--- src/rtl/foc_pkg.sv ---
`timescale 1ns / 1ps
// Shared types and constants of the FOC current loop: fixed-point widths,
// polynomial sine coefficients, register indexes and controller commands.
package foc_pkg;

  localparam int P_W       = 50;   // shared multiplier product width
  localparam int A_W       = 30;   // multiplier operand A width
  localparam int B_W       = 20;   // multiplier operand B width
  localparam int TRIG_SH   = 15;   // Q1.15 sine/cosine
  localparam int GAIN_SH   = 16;   // Q0.16 gains
  localparam int STEP_W    = 5;
  localparam logic [STEP_W-1:0] LAST_STEP = 5'd31;

  localparam logic signed [A_W-1:0] INV_SQRT3 = 30'sd37837;
  localparam logic signed [A_W-1:0] SIN_A     = 30'sd421657428;
  localparam logic signed [A_W-1:0] SIN_B     = 30'sd172226216;
  localparam logic signed [A_W-1:0] SIN_C     = 30'sd19004244;

  typedef enum logic [2:0] {
    CFG_POLE_PAIRS    = 3'd0,
    CFG_THREE_SHUNT   = 3'd1,
    CFG_GAIN_P        = 3'd2,
    CFG_GAIN_I        = 3'd3,
    CFG_VOLTAGE_LIMIT = 3'd4
  } cfg_idx_e;

  typedef enum logic [3:0] {
    A_PP, A_INV, A_UF, A_UB, A_C, A_TF, A_TB, A_COS, A_SIN, A_GP, A_GI
  } a_sel_e;

  typedef enum logic [3:0] {
    B_MECH, B_X, B_UF, B_UB, B_U2F, B_U2B, B_IA, B_BETA,
    B_DD, B_ED, B_DQ, B_EQ, B_VD, B_VQ
  } b_sel_e;

  typedef enum logic [4:0] {
    WB_NONE, WB_X, WB_ELEC, WB_BETA_U, WB_U2F, WB_U2B, WB_TF_B, WB_TB_B,
    WB_TF_A, WB_TB_A, WB_FW, WB_BW, WB_SC, WB_ACC_LD, WB_ACC_NEG, WB_D,
    WB_Q, WB_ERR, WB_ACC_ADD, WB_DACC, WB_QACC, WB_VDQ, WB_VA, WB_VB
  } wb_e;

  typedef struct packed {
    logic   load;
    logic   publish;
    a_sel_e a_sel;
    b_sel_e b_sel;
    wb_e    wb;
  } cmd_t;

  typedef struct packed {
    logic out_full;
  } stat_t;

  // Round half up at TRIG_SH bits and saturate to 16 bits.
  function automatic logic signed [15:0] rnd_sat(input logic signed [P_W:0] v);
    logic signed [P_W:0] r;
    r = (v + (P_W+1)'(1 << (TRIG_SH - 1))) >>> TRIG_SH;
    if (r > (P_W+1)'(32767)) begin
      rnd_sat = 16'sh7fff;
    end else if (r < -(P_W+1)'(32768)) begin
      rnd_sat = 16'sh8000;
    end else begin
      rnd_sat = r[15:0];
    end
  endfunction

endpackage

--- src/rtl/foc_current_loop_top.sv ---
`timescale 1ns / 1ps
// FOC current loop, top level: joins the sequencer and the datapath.
// Depends on foc_pkg, foc_ctrl and foc_dp.

// One item (a PWM tick) runs through a fixed 31-step schedule on a single
// shared 30x20 multiplier: angle, Clarke, polynomial sine/cosine, Park, two
// incremental PI loops and inverse Park. A new item is accepted only once the
// previous result has been published, which waits while the output register
// is still full; a finished result waits in an output register while the next
// item is accepted. Configuration is to be written through cfg_we_i/cfg_idx_i/
// cfg_data_i while no item is in flight; the block itself does not enforce this.
module foc_current_loop_top import foc_pkg::*; (
  input  logic               clk_i,
  input  logic               rst_ni,
  input  logic               cfg_we_i,
  input  logic [2:0]         cfg_idx_i,
  input  logic [15:0]        cfg_data_i,
  input  logic               in_valid_i,
  output logic               in_ready_o,
  input  logic signed [11:0] phase_a_current_i,
  input  logic signed [11:0] phase_b_current_i,
  input  logic signed [11:0] phase_c_current_i,
  input  logic [15:0]        mech_angle_i,
  input  logic [2:0]         pwm_sector_i,
  input  logic signed [15:0] target_d_i,
  input  logic signed [15:0] target_q_i,
  output logic               out_valid_o,
  input  logic               out_ready_i,
  output logic signed [15:0] volt_alpha_o,
  output logic signed [15:0] volt_beta_o,
  output logic signed [15:0] meas_d_o,
  output logic signed [15:0] meas_q_o,
  output logic [15:0]        elec_angle_o,
  output logic [15:0]        rotor_angle_o
);

  cmd_t  cmd;
  stat_t stat;

  foc_ctrl u_ctrl (
    .clk_i      (clk_i),
    .rst_ni     (rst_ni),
    .in_valid_i (in_valid_i),
    .in_ready_o (in_ready_o),
    .stat_i     (stat),
    .cmd_o      (cmd)
  );

  foc_dp u_dp (
    .clk_i             (clk_i),
    .rst_ni            (rst_ni),
    .cmd_i             (cmd),
    .stat_o            (stat),
    .cfg_we_i          (cfg_we_i),
    .cfg_idx_i         (cfg_idx_i),
    .cfg_data_i        (cfg_data_i),
    .phase_a_current_i (phase_a_current_i),
    .phase_b_current_i (phase_b_current_i),
    .phase_c_current_i (phase_c_current_i),
    .mech_angle_i      (mech_angle_i),
    .pwm_sector_i      (pwm_sector_i),
    .target_d_i        (target_d_i),
    .target_q_i        (target_q_i),
    .out_valid_o       (out_valid_o),
    .out_ready_i       (out_ready_i),
    .volt_alpha_o      (volt_alpha_o),
    .volt_beta_o       (volt_beta_o),
    .meas_d_o          (meas_d_o),
    .meas_q_o          (meas_q_o),
    .elec_angle_o      (elec_angle_o),
    .rotor_angle_o     (rotor_angle_o)
  );

endmodule

--- src/rtl/foc_ctrl.sv ---
`timescale 1ns / 1ps
// Sequencer of the FOC current loop: walks a fixed step schedule that drives
// the shared multiplier and write-back of foc_dp. Uses foc_pkg.
module foc_ctrl import foc_pkg::*; (
  input  logic  clk_i,
  input  logic  rst_ni,
  input  logic  in_valid_i,
  output logic  in_ready_o,
  input  stat_t stat_i,
  output cmd_t  cmd_o
);

  localparam logic [1:0] ST_IDLE = 2'd0;
  localparam logic [1:0] ST_RUN  = 2'd1;
  localparam logic [1:0] ST_DONE = 2'd2;

  logic [1:0]        state_q, state_d;
  logic [STEP_W-1:0] step_q, step_d;
  cmd_t              sched;

  // Product of step k is written back at step k+1.
  always_comb begin
    sched = '{load: 1'b0, publish: 1'b0, a_sel: A_PP, b_sel: B_MECH, wb: WB_NONE};
    unique case (step_q)
      5'd1:  begin sched.a_sel = A_PP;  sched.b_sel = B_MECH; sched.wb = WB_X;      end
      5'd2:  begin sched.a_sel = A_INV; sched.b_sel = B_X;    sched.wb = WB_ELEC;   end
      5'd3:  begin                                            sched.wb = WB_BETA_U; end
      5'd4:  begin sched.a_sel = A_UF;  sched.b_sel = B_UF;                         end
      5'd5:  begin sched.a_sel = A_UB;  sched.b_sel = B_UB;   sched.wb = WB_U2F;    end
      5'd6:  begin sched.a_sel = A_C;   sched.b_sel = B_U2F;  sched.wb = WB_U2B;    end
      5'd7:  begin sched.a_sel = A_C;   sched.b_sel = B_U2B;  sched.wb = WB_TF_B;   end
      5'd8:  begin sched.a_sel = A_TF;  sched.b_sel = B_U2F;  sched.wb = WB_TB_B;   end
      5'd9:  begin sched.a_sel = A_TB;  sched.b_sel = B_U2B;  sched.wb = WB_TF_A;   end
      5'd10: begin sched.a_sel = A_TF;  sched.b_sel = B_UF;   sched.wb = WB_TB_A;   end
      5'd11: begin sched.a_sel = A_TB;  sched.b_sel = B_UB;   sched.wb = WB_FW;     end
      5'd12: begin                                            sched.wb = WB_BW;     end
      5'd13: begin                                            sched.wb = WB_SC;     end
      5'd14: begin sched.a_sel = A_COS; sched.b_sel = B_IA;                         end
      5'd15: begin sched.a_sel = A_SIN; sched.b_sel = B_BETA; sched.wb = WB_ACC_LD; end
      5'd16: begin sched.a_sel = A_SIN; sched.b_sel = B_IA;   sched.wb = WB_D;      end
      5'd17: begin sched.a_sel = A_COS; sched.b_sel = B_BETA; sched.wb = WB_ACC_NEG; end
      5'd18: begin                                            sched.wb = WB_Q;      end
      5'd19: begin                                            sched.wb = WB_ERR;    end
      5'd20: begin sched.a_sel = A_GP;  sched.b_sel = B_DD;                         end
      5'd21: begin sched.a_sel = A_GI;  sched.b_sel = B_ED;   sched.wb = WB_ACC_LD; end
      5'd22: begin sched.a_sel = A_GP;  sched.b_sel = B_DQ;   sched.wb = WB_ACC_ADD; end
      5'd23: begin sched.a_sel = A_GI;  sched.b_sel = B_EQ;   sched.wb = WB_DACC;   end
      5'd24: begin                                            sched.wb = WB_ACC_ADD; end
      5'd25: begin                                            sched.wb = WB_QACC;   end
      5'd26: begin                                            sched.wb = WB_VDQ;    end
      5'd27: begin sched.a_sel = A_COS; sched.b_sel = B_VD;                         end
      5'd28: begin sched.a_sel = A_SIN; sched.b_sel = B_VQ;   sched.wb = WB_ACC_LD; end
      5'd29: begin sched.a_sel = A_SIN; sched.b_sel = B_VD;   sched.wb = WB_VA;     end
      5'd30: begin sched.a_sel = A_COS; sched.b_sel = B_VQ;   sched.wb = WB_ACC_LD; end
      5'd31: begin                                            sched.wb = WB_VB;     end
      default: ;
    endcase
  end

  assign in_ready_o = (state_q == ST_IDLE);

  always_comb begin
    state_d = state_q;
    step_d  = step_q;
    cmd_o   = '{load: 1'b0, publish: 1'b0, a_sel: A_PP, b_sel: B_MECH, wb: WB_NONE};
    unique case (state_q)
      ST_IDLE: begin
        if (in_valid_i) begin
          cmd_o.load = 1'b1;
          state_d    = ST_RUN;
          step_d     = STEP_W'(1);
        end
      end
      ST_RUN: begin
        cmd_o  = sched;
        step_d = step_q + STEP_W'(1);
        if (step_q == LAST_STEP) begin
          state_d = ST_DONE;
        end
      end
      ST_DONE: begin
        // hold the result until the output register is free
        if (!stat_i.out_full) begin
          cmd_o.publish = 1'b1;
          state_d       = ST_IDLE;
        end
      end
      default: state_d = ST_IDLE;
    endcase
  end

  always_ff @(posedge clk_i or negedge rst_ni) begin
    if (!rst_ni) begin
      state_q <= ST_IDLE;
      step_q  <= '0;
    end else begin
      state_q <= state_d;
      step_q  <= step_d;
    end
  end

endmodule

--- src/rtl/foc_dp.sv ---
`timescale 1ns / 1ps
// Datapath of the FOC current loop: configuration registers, input latch,
// shared multiplier, write-back registers, PI state and output register.
module foc_dp import foc_pkg::*; (
  input  logic               clk_i,
  input  logic               rst_ni,
  input  cmd_t               cmd_i,
  output stat_t              stat_o,
  input  logic               cfg_we_i,
  input  logic [2:0]         cfg_idx_i,
  input  logic [15:0]        cfg_data_i,
  input  logic signed [11:0] phase_a_current_i,
  input  logic signed [11:0] phase_b_current_i,
  input  logic signed [11:0] phase_c_current_i,
  input  logic [15:0]        mech_angle_i,
  input  logic [2:0]         pwm_sector_i,
  input  logic signed [15:0] target_d_i,
  input  logic signed [15:0] target_q_i,
  output logic               out_valid_o,
  input  logic               out_ready_i,
  output logic signed [15:0] volt_alpha_o,
  output logic signed [15:0] volt_beta_o,
  output logic signed [15:0] meas_d_o,
  output logic signed [15:0] meas_q_o,
  output logic [15:0]        elec_angle_o,
  output logic [15:0]        rotor_angle_o
);

  localparam logic [2:0] SEC_1 = 3'd1;
  localparam logic [2:0] SEC_2 = 3'd2;
  localparam logic [2:0] SEC_3 = 3'd3;
  localparam logic [2:0] SEC_6 = 3'd6;

  // configuration
  logic [5:0]  pp_q;
  logic        shunt3_q;
  logic [15:0] gp_q, gi_q;
  logic [14:0] vlim_q;

  // item payload and intermediates
  logic signed [13:0] ia_q, ib_q, beta_q;
  logic [15:0]        mech_q, elec_q;
  logic signed [15:0] td_q, tq_q, s_q, c_q, fw_q, bw_q, d_q, q_q, va_q, vb_q;
  logic signed [14:0] x_q;
  logic [18:0]        uf_q, ub_q, u2f_q, u2b_q;
  logic signed [A_W-1:0] tf_q, tb_q;
  logic signed [P_W-1:0] p_q, acc_q;
  logic signed [16:0] ed_q, eq_q, vd_q, vq_q;
  logic signed [17:0] dd_q, dq_q;

  // loop state
  logic signed [31:0] dacc_q, qacc_q;
  logic signed [17:0] dprev_q, qprev_q;

  // output register
  logic               ovalid_q;
  logic signed [15:0] o_va_q, o_vb_q, o_d_q, o_q_q;
  logic [15:0]        o_elec_q, o_mech_q;

  logic signed [A_W-1:0] a_mux;
  logic signed [B_W-1:0] b_mux;
  logic signed [13:0]    ia_ld, ib_ld, ra, rb, rc;
  logic signed [P_W:0]   acc_sum, acc_dif, pi_sum, lim;
  logic signed [P_W-1:0] beta_r;
  logic [A_W-1:0]        sh18;
  logic [16:0]           trig_r;
  logic signed [15:0]    trig;
  logic signed [16:0]    ed_n, eq_n;
  logic signed [32:0]    vd_r, vq_r;

  // skip rebuilding phase C: only A and B feed the Clarke transform
  always_comb begin
    ra = $signed({{2{phase_a_current_i[11]}}, phase_a_current_i});
    rb = $signed({{2{phase_b_current_i[11]}}, phase_b_current_i});
    rc = $signed({{2{phase_c_current_i[11]}}, phase_c_current_i});
    ia_ld = ra;
    ib_ld = rb;
    if (shunt3_q) begin
      if (pwm_sector_i == SEC_1 || pwm_sector_i == SEC_6) begin
        ia_ld = -rb - rc;
      end else if (pwm_sector_i == SEC_2 || pwm_sector_i == SEC_3) begin
        ib_ld = -ra - rc;
      end
    end
  end

  always_comb begin
    unique case (cmd_i.a_sel)
      A_PP:    a_mux = $signed({{(A_W-6){1'b0}}, pp_q});
      A_INV:   a_mux = INV_SQRT3;
      A_UF:    a_mux = $signed({{(A_W-19){1'b0}}, uf_q});
      A_UB:    a_mux = $signed({{(A_W-19){1'b0}}, ub_q});
      A_C:     a_mux = SIN_C;
      A_TF:    a_mux = tf_q;
      A_TB:    a_mux = tb_q;
      A_COS:   a_mux = A_W'(c_q);
      A_SIN:   a_mux = A_W'(s_q);
      A_GP:    a_mux = $signed({{(A_W-16){1'b0}}, gp_q});
      A_GI:    a_mux = $signed({{(A_W-16){1'b0}}, gi_q});
      default: a_mux = '0;
    endcase
    unique case (cmd_i.b_sel)
      B_MECH:  b_mux = $signed({{(B_W-16){1'b0}}, mech_q});
      B_X:     b_mux = B_W'(x_q);
      B_UF:    b_mux = $signed({1'b0, uf_q});
      B_UB:    b_mux = $signed({1'b0, ub_q});
      B_U2F:   b_mux = $signed({1'b0, u2f_q});
      B_U2B:   b_mux = $signed({1'b0, u2b_q});
      B_IA:    b_mux = B_W'(ia_q);
      B_BETA:  b_mux = B_W'(beta_q);
      B_DD:    b_mux = B_W'(dd_q);
      B_ED:    b_mux = B_W'(ed_q);
      B_DQ:    b_mux = B_W'(dq_q);
      B_EQ:    b_mux = B_W'(eq_q);
      B_VD:    b_mux = B_W'(vd_q);
      B_VQ:    b_mux = B_W'(vq_q);
      default: b_mux = '0;
    endcase
  end

  always_comb begin
    acc_sum = (P_W+1)'(acc_q) + (P_W+1)'(p_q);
    acc_dif = (P_W+1)'(acc_q) - (P_W+1)'(p_q);
    beta_r  = (p_q + P_W'(32768)) >>> 16;
    sh18    = p_q[47:18];
    // sine polynomial output: round at 13 bits, cap at the top code
    trig_r  = 17'((sh18 + A_W'(4096)) >> 13);
    trig    = (trig_r > 17'd32767) ? 16'sh7fff : $signed(trig_r[15:0]);
    ed_n    = 17'(td_q) - 17'(d_q);
    eq_n    = 17'(tq_q) - 17'(q_q);
    lim     = $signed({{(P_W+1-31){1'b0}}, vlim_q, {GAIN_SH{1'b0}}});
    pi_sum  = (P_W+1)'(cmd_i.wb == WB_DACC ? dacc_q : qacc_q) + (P_W+1)'(acc_q);
    vd_r    = (33'(dacc_q) + 33'sd32768);
    vq_r    = (33'(qacc_q) + 33'sd32768);
  end

  function automatic logic signed [31:0] clamp_lim(input logic signed [P_W:0] v,
                                                   input logic signed [P_W:0] l);
    if (v > l) begin
      clamp_lim = l[31:0];
    end else if (v < -l) begin
      clamp_lim = 32'(-l);
    end else begin
      clamp_lim = v[31:0];
    end
  endfunction

  // configuration registers and loop state
  always_ff @(posedge clk_i or negedge rst_ni) begin
    if (!rst_ni) begin
      pp_q     <= 6'd7;
      shunt3_q <= 1'b1;
      gp_q     <= 16'd2319;
      gi_q     <= 16'd2319;
      vlim_q   <= 15'd28360;
      dacc_q   <= '0;
      qacc_q   <= '0;
      dprev_q  <= '0;
      qprev_q  <= '0;
      ovalid_q <= 1'b0;
    end else begin
      if (cfg_we_i) begin
        unique case (cfg_idx_i)
          CFG_POLE_PAIRS:    pp_q     <= cfg_data_i[5:0];
          CFG_THREE_SHUNT:   shunt3_q <= cfg_data_i[0];
          CFG_GAIN_P:        gp_q     <= cfg_data_i;
          CFG_GAIN_I:        gi_q     <= cfg_data_i;
          CFG_VOLTAGE_LIMIT: vlim_q   <= cfg_data_i[14:0];
          default: ;
        endcase
      end
      if (cmd_i.wb == WB_ERR) begin
        dprev_q <= 18'(ed_n);
        qprev_q <= 18'(eq_n);
      end
      if (cmd_i.wb == WB_DACC) begin
        dacc_q <= clamp_lim(pi_sum, lim);
      end
      if (cmd_i.wb == WB_QACC) begin
        qacc_q <= clamp_lim(pi_sum, lim);
      end
      if (cmd_i.publish) begin
        ovalid_q <= 1'b1;
      end else if (out_ready_i) begin
        ovalid_q <= 1'b0;
      end
    end
  end

  // datapath registers
  always_ff @(posedge clk_i) begin
    p_q <= a_mux * b_mux;
    if (cmd_i.load) begin
      ia_q   <= ia_ld;
      ib_q   <= ib_ld;
      mech_q <= mech_angle_i;
      td_q   <= target_d_i;
      tq_q   <= target_q_i;
    end
    unique case (cmd_i.wb)
      WB_X:      x_q    <= 15'(ia_q) + $signed({ib_q, 1'b0});
      WB_ELEC:   elec_q <= p_q[15:0];
      WB_BETA_U: begin
        beta_q <= beta_r[13:0];
        uf_q   <= {1'b0, elec_q[13:0], 4'b0};
        ub_q   <= 19'h40000 - {1'b0, elec_q[13:0], 4'b0};
      end
      WB_U2F:    u2f_q <= p_q[36:18];
      WB_U2B:    u2b_q <= p_q[36:18];
      WB_TF_B:   tf_q  <= SIN_B - $signed(sh18);
      WB_TB_B:   tb_q  <= SIN_B - $signed(sh18);
      WB_TF_A:   tf_q  <= SIN_A - $signed(sh18);
      WB_TB_A:   tb_q  <= SIN_A - $signed(sh18);
      WB_FW:     fw_q  <= trig;
      WB_BW:     bw_q  <= trig;
      WB_SC: begin
        unique case (elec_q[15:14])
          2'd0: begin s_q <= fw_q;  c_q <= bw_q;  end
          2'd1: begin s_q <= bw_q;  c_q <= -fw_q; end
          2'd2: begin s_q <= -fw_q; c_q <= -bw_q; end
          default: begin s_q <= -bw_q; c_q <= fw_q; end
        endcase
      end
      WB_ACC_LD:  acc_q <= p_q;
      WB_ACC_NEG: acc_q <= -p_q;
      WB_ACC_ADD: acc_q <= acc_sum[P_W-1:0];
      WB_D:       d_q   <= rnd_sat(acc_sum);
      WB_Q:       q_q   <= rnd_sat(acc_sum);
      WB_ERR: begin
        ed_q <= ed_n;
        eq_q <= eq_n;
        dd_q <= 18'(ed_n) - dprev_q;
        dq_q <= 18'(eq_n) - qprev_q;
      end
      WB_DACC:    acc_q <= p_q;
      WB_VDQ: begin
        vd_q <= vd_r[32:16];
        vq_q <= vq_r[32:16];
      end
      WB_VA:      va_q <= rnd_sat(acc_dif);
      WB_VB:      vb_q <= rnd_sat(acc_sum);
      default: ;
    endcase
    if (cmd_i.publish) begin
      o_va_q   <= va_q;
      o_vb_q   <= vb_q;
      o_d_q    <= d_q;
      o_q_q    <= q_q;
      o_elec_q <= elec_q;
      o_mech_q <= mech_q;
    end
  end

  assign stat_o.out_full = ovalid_q;
  assign out_valid_o     = ovalid_q;
  assign volt_alpha_o    = o_va_q;
  assign volt_beta_o     = o_vb_q;
  assign meas_d_o        = o_d_q;
  assign meas_q_o        = o_q_q;
  assign elec_angle_o    = o_elec_q;
  assign rotor_angle_o   = o_mech_q;

endmodule

--- config.mk ---
export PLATFORM = sky130hd
export DESIGN_NAME = foc_current_loop_top
export DESIGN_NICKNAME = d
export VERILOG_FILES = /design/src/rtl/foc_pkg.sv /design/src/rtl/foc_current_loop_top.sv /design/src/rtl/foc_ctrl.sv /design/src/rtl/foc_dp.sv
export SDC_FILE = /design/constraint.sdc
export NUM_CORES = 2
export LEC_CHECK = 0
export ABC_CLOCK_PERIOD_IN_PS = 10130
export BUFFER_PORTS_ARGS = -buffer_cell sky130_fd_sc_hd__buf_2
export CAP_MARGIN = 10
export CORE_MARGIN = 5
export CORE_UTILIZATION = 45
export DETAILED_ROUTE_END_ITERATION = 7
export SYNTH_ARGS = -nofsm -noshare
export SYNTH_HDL_FRONTEND = slang
export SYNTH_SLANG_ARGS = --single-unit
--- constraint.sdc ---
create_clock -name clk_i -period 10.13 [get_ports clk_i]
set_clock_uncertainty 0.2 [all_clocks]
set_input_delay 0.5065 -clock clk_i [delete_from_list [all_inputs] [get_ports clk_i]]
set_output_delay 0.5065 -clock clk_i [all_outputs]
set_load 0.05 [all_outputs]
; After elaboration in Yosys (flattened, before gate mapping)
; Cells that the tools add are included.
; W data, S select, Z words.
[totals]
ff_bits = 840
latchBits = 0
ramBits = 0
mem_bits_ro = 0
inputBits = 111
output_inout_bits = 98
word_cells = 230
mem_count = 0
[classes]
addsub = 26
mul = 1
div_mod_pow = 0
n_lt_le_gt_ge = 7
eq_ne = 92
shift = 0
n_mux = 34
bitwise_logic = 0
n_reduce_logical = 22
[ops]
columns = operator, count
row1 = $pmux W30 S11, 1
row2 = $pmux W20 S14, 1
row3 = $pmux W8 S21, 1
row4 = $pmux W50 S3, 1
row5 = $eq A5 B5 Y1 const B, 24
row6 = $pmux W30 S2, 2
row7 = $pmux W5 S23, 1
row8 = $add A51 B16 Y51 const B, 2
row9 = $pmux W16 S3, 2
row10 = $eq A5 B4 Y1 const B, 16
row11 = $gt A36 B16 Y1 const B, 2
row12 = $lt A36 B16 Y1 const B, 2
row13 = $mux W14, 5
row14 = $add A32 B17 Y33 const B, 2
row15 = $mux W16, 4
row16 = $mux W32, 2
row17 = $add A50 B50 Y51, 1
row18 = $add A51 B50 Y51, 1
row19 = $gt A51 B32 Y1, 1
row20 = $lt A51 B51 Y1, 1
row21 = $mux W51, 1
row22 = $neg A31 Y51, 1
row23 = $sub A50 B50 Y51, 1
row24 = $mul A30 B20 Y50, 1
row25 = 44 further kinds, 106

; Logic depth before layout (Yosys ltp)
[depth]
depth_word = 10
ltp_mapped = 47
mapped_depth_nobuf = 44

; Hierarchy
; A second synthesis with hierarchy kept.
[unflattened]
cells_unflattened = 7726
hier_area_um2 = 73511.8
[modules_own_cells]
columns = mod, n_inst, cells_each, area_each_um2, seq_area_each_um2
row1 = foc_dp, 1, 7567, 72310.6, 23627.7
row2 = foc_ctrl, 1, 159, 1201.2, 175.2

; Worst setup path after synthesis
; OpenSTA, ideal clock, no wires.
[synth_timing]
path_type = register to register
start = register u_ctrl.step_q[0]
end = register u_dp.p_q[47]
setup_time_ns = 0.136
t_arrival_ns = 10.831
required_ns = 9.794
slack_ns = -1.038
stages_incl_launch_ff = 40
path_buffers = 3
synth_period_minus_slack_ns = 11.168
cell_sequence = dfrtp_1 -> ha_1 -> clkbuf_1 -> and3_1 -> ha_1 -> nor3_1 -> nand2_1 -> o21ai_0 -> clkbuf_1 -> or2_2 -> nor2_1 -> clkbuf_1 -> a221o_1 -> a2111oi_0 -> nor2_1 -> fa_1 -> inv_1 -> fa_1 -> (+4 left out) -> fa_1 -> inv_1 -> fa_1 -> inv_1 -> ha_1 -> a21o_1 -> a21oi_1 -> nor2b_1 -> a31oi_1 -> o31ai_1 -> a41o_1 -> o21a_1 -> o41ai_1 -> o211ai_1 -> a21oi_1 -> o21a_1 -> o41ai_1 -> xor2_1
[synth_between]
elab_chain_len = 6
word_cells_on_any_way = 51
cone_classes = mul: 1 / eq/ne: 44 / mux: 4 / reduce/logical: 2
[synth_rtl]
columns = element, line_no
row1 = from (decl), foc_ctrl.sv:18  ; logic [STEP_W-1:0] step_q, step_d;
row2 = from (signal assigned), foc_ctrl.sv:98  ; step_q <= step_d;
row3 = "$eq A5 B5 Y1, or another cell as far along", foc_ctrl.sv:24  ; unique case (step_q)
row4 = $pmux W8 S21 *, foc_ctrl.sv:24
row5 = $mux W13 *, foc_ctrl.sv:66  ; unique case (state_q)
row6 = "$eq A4 B4 Y1, or another cell as far along", foc_dp.sv:102  ; unique case (cmd_i.b_sel)
row7 = $pmux W20 S14 / $pmux W30 S11 (equally long branches), "foc_dp.sv:102, foc_dp.sv:88"
row8 = $mul A30 B20 Y50 *, foc_dp.sv:192  ; p_q <= a_mux * b_mux;
row9 = to (signal assigned), foc_dp.sv:192
row10 = to (decl), foc_dp.sv:47  ; logic signed [P_W-1:0] p_q, acc_q;
; Every way passes the cells marked *; elsewhere a longest branch is shown, timed or not.
; A chain may end at the register's enable or synchronous reset.

; Worst setup path in the final report
[layout_timing]
start = register u_ctrl.step_q[1]
end = register u_dp.p_q[42]
; The elaborated chain is that of the path after synthesis.

==> impl_table.tex <==
\begin{tabular}{lr}
\hline
Metric & Value \\
\hline
\multicolumn{2}{l}{\textbf{Yosys}} \\
\quad Yosys warns & 0 \\
\quad Top cells by area, synth & sky130\_fd\_sc\_hd\_\_edfxtp\_1 (25\%), sky130\_fd\_sc\_hd\_\_fa\_1 (17\%), sky130\_fd\_sc\_hd\_\_ha\_1 (8.9\%), sky130\_fd\_sc\_hd\_\_inv\_1 (5.4\%), sky130\_fd\_sc\_hd\_\_dfrtp\_1 (4.6\%) \\
\quad Share of synthesized flip-flops with an asynchronous set or reset & 19.16\% \\
\quad Netlist area before placement & 73,670 µm² \\
\quad Top flip-flop cell by instance count after synthesis & sky130\_fd\_sc\_hd\_\_edfxtp\_1 \\
\quad Syn avg cell area & around 9.5 µm² \\
\quad Cell accounting for the most synthesized area & sky130\_fd\_sc\_hd\_\_edfxtp\_1 \\
\quad Area share of the largest cell type after synthesis & 25.48\% \\
\quad Number of synthesized flops with an enable pin & about 630 \\
\quad Cell variety after synth & 104 \\
\quad Number of register bits inferred by synthesis & 835 \\
\quad Sequential-to-total area share from yosys stat & 32.31\% \\
\quad Mapped Cells & a little under 8,000 \\
\quad Top post-synthesis cells by count & sky130\_fd\_sc\_hd\_\_inv\_1 (1,064), sky130\_fd\_sc\_hd\_\_nand2\_1 (841), sky130\_fd\_sc\_hd\_\_nor2\_1 (686) \\
\quad Most used standard cell by instance count after synthesis & sky130\_fd\_sc\_hd\_\_inv\_1 \\
\multicolumn{2}{l}{\textbf{STA}} \\
\quad Final setup slack of the worst path & -0.1592 ns \\
\quad Count of final hold-check violations & 0 \\
\quad Final setup TNS & -0.8449 ns \\
\quad Worst slew margin relative to its limit & 16.50\% \\
\quad Maximum clock rate & 97.19 MHz \\
\quad Setup repair after global routing missed its margin & yes \\
\quad Post-route minimum period & 10.29 ns \\
\quad \# setup viols final & 8 \\
\quad Max-slew violations & 0 \\
\quad Transition time at the pin with the least slew margin & around 1.2 ns \\
\quad Worst Hold Margin & 0.04842 ns \\
\quad Final period utilization & 101.6\% \\
\multicolumn{2}{l}{\textbf{Critical path}} \\
\quad Slowest cell on the critical path & sky130\_fd\_sc\_hd\_\_fa\_2 \\
\quad Data required time of the worst path & 10.55 ns \\
\quad Element type at the critical path start & flip-flop \\
\quad Delay of the slowest cell on the worst path & 0.61 ns \\
\quad Startpoint of the lowest-slack register-to-register path & u\_ctrl.step\_q[1] \\
\quad CP Capture Type & flip-flop \\
\quad Arrival time at the worst endpoint & 10.71 ns \\
\quad Cell count of the worst reg-to-reg path & 47 \\
\quad Endpoint of the most critical setup path & u\_dp.p\_q[42] \\
\quad Biggest fanout along the worst timing path & 8 \\
\quad Library cell appearing most often on the critical path & sky130\_fd\_sc\_hd\_\_fa\_1 \\
\quad Worst-case register-to-register setup slack & -0.16 ns \\
\quad Type of the worst setup path & flip-flop to flip-flop \\
\quad Critical register-to-register path endpoint & u\_dp.p\_q[42] \\
\quad Critical path origin & u\_ctrl.step\_q[1] \\
\multicolumn{2}{l}{\textbf{Cells and area}} \\
\quad Layout cells sized above 1 & roughly 18\% \\
\quad Net count of the finished layout & 9,877 \\
\quad Utilization after layout & 54.22\% \\
\quad Post-synthesis to final-layout area growth & 19.80\% \\
\quad Fin cells & 10,888 \\
\multicolumn{2}{l}{\textbf{Floorplan}} \\
\quad Area enclosed by the die boundary & 171,900 µm² \\
\quad Core region area & 162,800 µm² \\
\quad Die H & 414.6 µm \\
\quad Row Count & 148 \\
\quad Io pins & 209 \\
\quad Horizontal die dimension & 414.6 µm \\
\quad Effective utilization at floorplan & 45.26\% \\
\multicolumn{2}{l}{\textbf{Place}} \\
\quad Number of port buffers & 208 \\
\quad Final estimated routing congestion in global placement & 0.9908 \\
\quad Placed instance count & between 10,000 and 15,000 \\
\quad Detailed placement HPWL & 214,400 µm \\
\multicolumn{2}{l}{\textbf{Route}} \\
\quad Detailed-route vias per instance & 5.724 \\
\quad Routed Wire Length & about 260,000 µm \\
\quad Via count & 62,328 \\
\quad Drt initial violations & roughly 6,400 \\
\quad TritonRoute pass-1 iters & 6 \\
\quad Number of design rule violations left after detail routing & 0 \\
\quad Detailed-route wire length per cell & 24.32 µm \\
\quad Number of antenna-violating nets in the routed design & 0 \\
\multicolumn{2}{l}{\textbf{Clock network}} \\
\quad CTS H-Tree Depth & 3 \\
\quad Clk Latency, worst-skew pair & $\sim$0.7 ns \\
\quad TritonCTS buffer count & 90 \\
\quad Clk Tree Root Cell & sky130\_fd\_sc\_hd\_\_clkbuf\_16 \\
\quad CTS tree & yes \\
\quad Clock Sink Count & around 840 \\
\quad Clock input transition at the sequential cells of the worst setup and hold paths & around 0.07 ns \\
\quad Clk buf depth & 3 \\
\multicolumn{2}{l}{\textbf{Global routing}} \\
\quad Antenna violations before repair & 14 \\
\quad Wire length of the first global-routing pass & 393,000 µm \\
\quad Number of global-route vias before repair & roughly 61,000 \\
\quad Remaining Overflow, GRT & 0 \\
\quad Largest net degree at the start of global routing & 82 \\
\quad Total Routing Usage GR & 29.99\% \\
\multicolumn{2}{l}{\textbf{Status}} \\
\quad Result of the run & finished with violations \\
\quad Failing checks & negative setup slack \\
\multicolumn{2}{l}{\textbf{Worst hold path}} \\
\quad Hold/Removal Path Class & input pin to flip-flop \\
\multicolumn{2}{l}{\textbf{Job}} \\
\quad Max capacitance violation total & 0 \\
\hline
\end{tabular}
## cell families after synthesis
group                    Yosys count  synth area share, %
AND/OR/NAND/NOR                 2300                14.13
AO/OA/AOI/OAI                   1593                14.10
buffers and inverters           1383                7.076
adder cells (fa/ha/maj)         1132                25.43
flip-flops                       835                32.31
XOR/XNOR                         381                4.530
multiplexers                     150                2.415
other                              1             0.005090
## what timing repair did
item                                   CTS  global route
endpoints found under the hold margin  146             2
cloned                                   2             5
gates resized for setup                206           166
setup endpoints to repair               84            84
pin swaps                              126            98
setup buffers                           35            52
hold buffers                            83             1
## cell usage in the layout (no fill, tap or decap), drive strengths merged, types with 57 or more instances in the layout
cell	netlist	layout
o21ai	426	426
nand3	128	128
ha	523	523
nand4	62	62
nand2b	72	72
dfrtp	136	136
nor3	141	141
a22oi	64	64
mux2	82	82
o21bai	57	57
nand2	841	841
edfxtp	625	625
a21oi	415	415
fa	609	609
and3	69	69
a21o	116	116
buf	29	980
nor2b	63	63
xor2	69	69
clkbuf	275	113
inv	1070	1081
nor2	686	687
a211oi	61	61
dlygate4sd3	0	84
xnor2	312	312
## worst min-delay path by stage
| stage | slack, ns | end | from | cells after the start |
|---|---|---|---|---|
| floorplan | 0.01 | u_ctrl.state_q[0] | rst_ni | 0 |
| global placement | 0.20 | u_dp.volt_beta_o[2] | u_dp.vb_q[2] | 0 |
| detailed placement | 0.20 | u_dp.volt_beta_o[14] | u_dp.vb_q[14] | 0 |
| CTS | 0.01 | u_dp.vlim_q[13] | cfg_data_i[13] | 3 |
| global route | 0.01 | u_dp.gi_q[4] | cfg_data_i[4] | 2 |
| finish | 0.05 | u_dp.gi_q[4] | cfg_data_i[4] | 2 |
## worst max-delay path, delay by kind of cell (launching register included)
family | cells | cell delay (ns)
adders and majority gates | 10 | 4.09
AOI/OAI and AO/OA | 12 | 2.39
buffers and inverters | 14 | 1.72
and+or+nand+nor | 10 | 1.19
DFF | 1 | 0.46
xor gates and xnor gates | 1 | 0.13
## area by class of cell
class	count	area, µm²
Fill cell	14567	74520
Multi-Input combinational cell	5559	46190
Sequential cell	835	23810
Timing Repair Buffer	1069	8521
Inverter	1079	4056
Tap cell	2175	2721
Clock buffer	109	2385
Clock inverter	59	565.5
Antenna cell	3	7.507
## stage by stage
step	area, µm²	setup slack (ns)
after floorplan	73860	-0.01135
after global placement	82160	-0.8417
after detailed placement	82160	-0.9205
after CTS	87090	-0.1965
after global routing	88240	-0.5338
final	88250	-0.1592
## routing by layer
metal  vias to the layer above  global-route usage (%)  wire length (µm)
li1                      28285                       -                 -
met1                     30845                   43.90            115700
met4                         4                   10.03             10960
met3                       435                   4.987             23150
met5                         -                       0                32
met2                      2759                   45.34            114900
## registers in the layout, indices dropped and copies added (netlist names), 19 cells and up
name	flops
u_dp.tb_q	30
u_dp.u2f_q	19
u_dp.acc_q	50
u_dp.p_q	50
u_dp.u2b_q	19
u_dp.tf_q	30
u_dp.qacc_q	32
u_dp.dacc_q	32
Power is not shown: default switching activity piles up to over one toggle a cycle in this logic, so the estimate is an artifact.
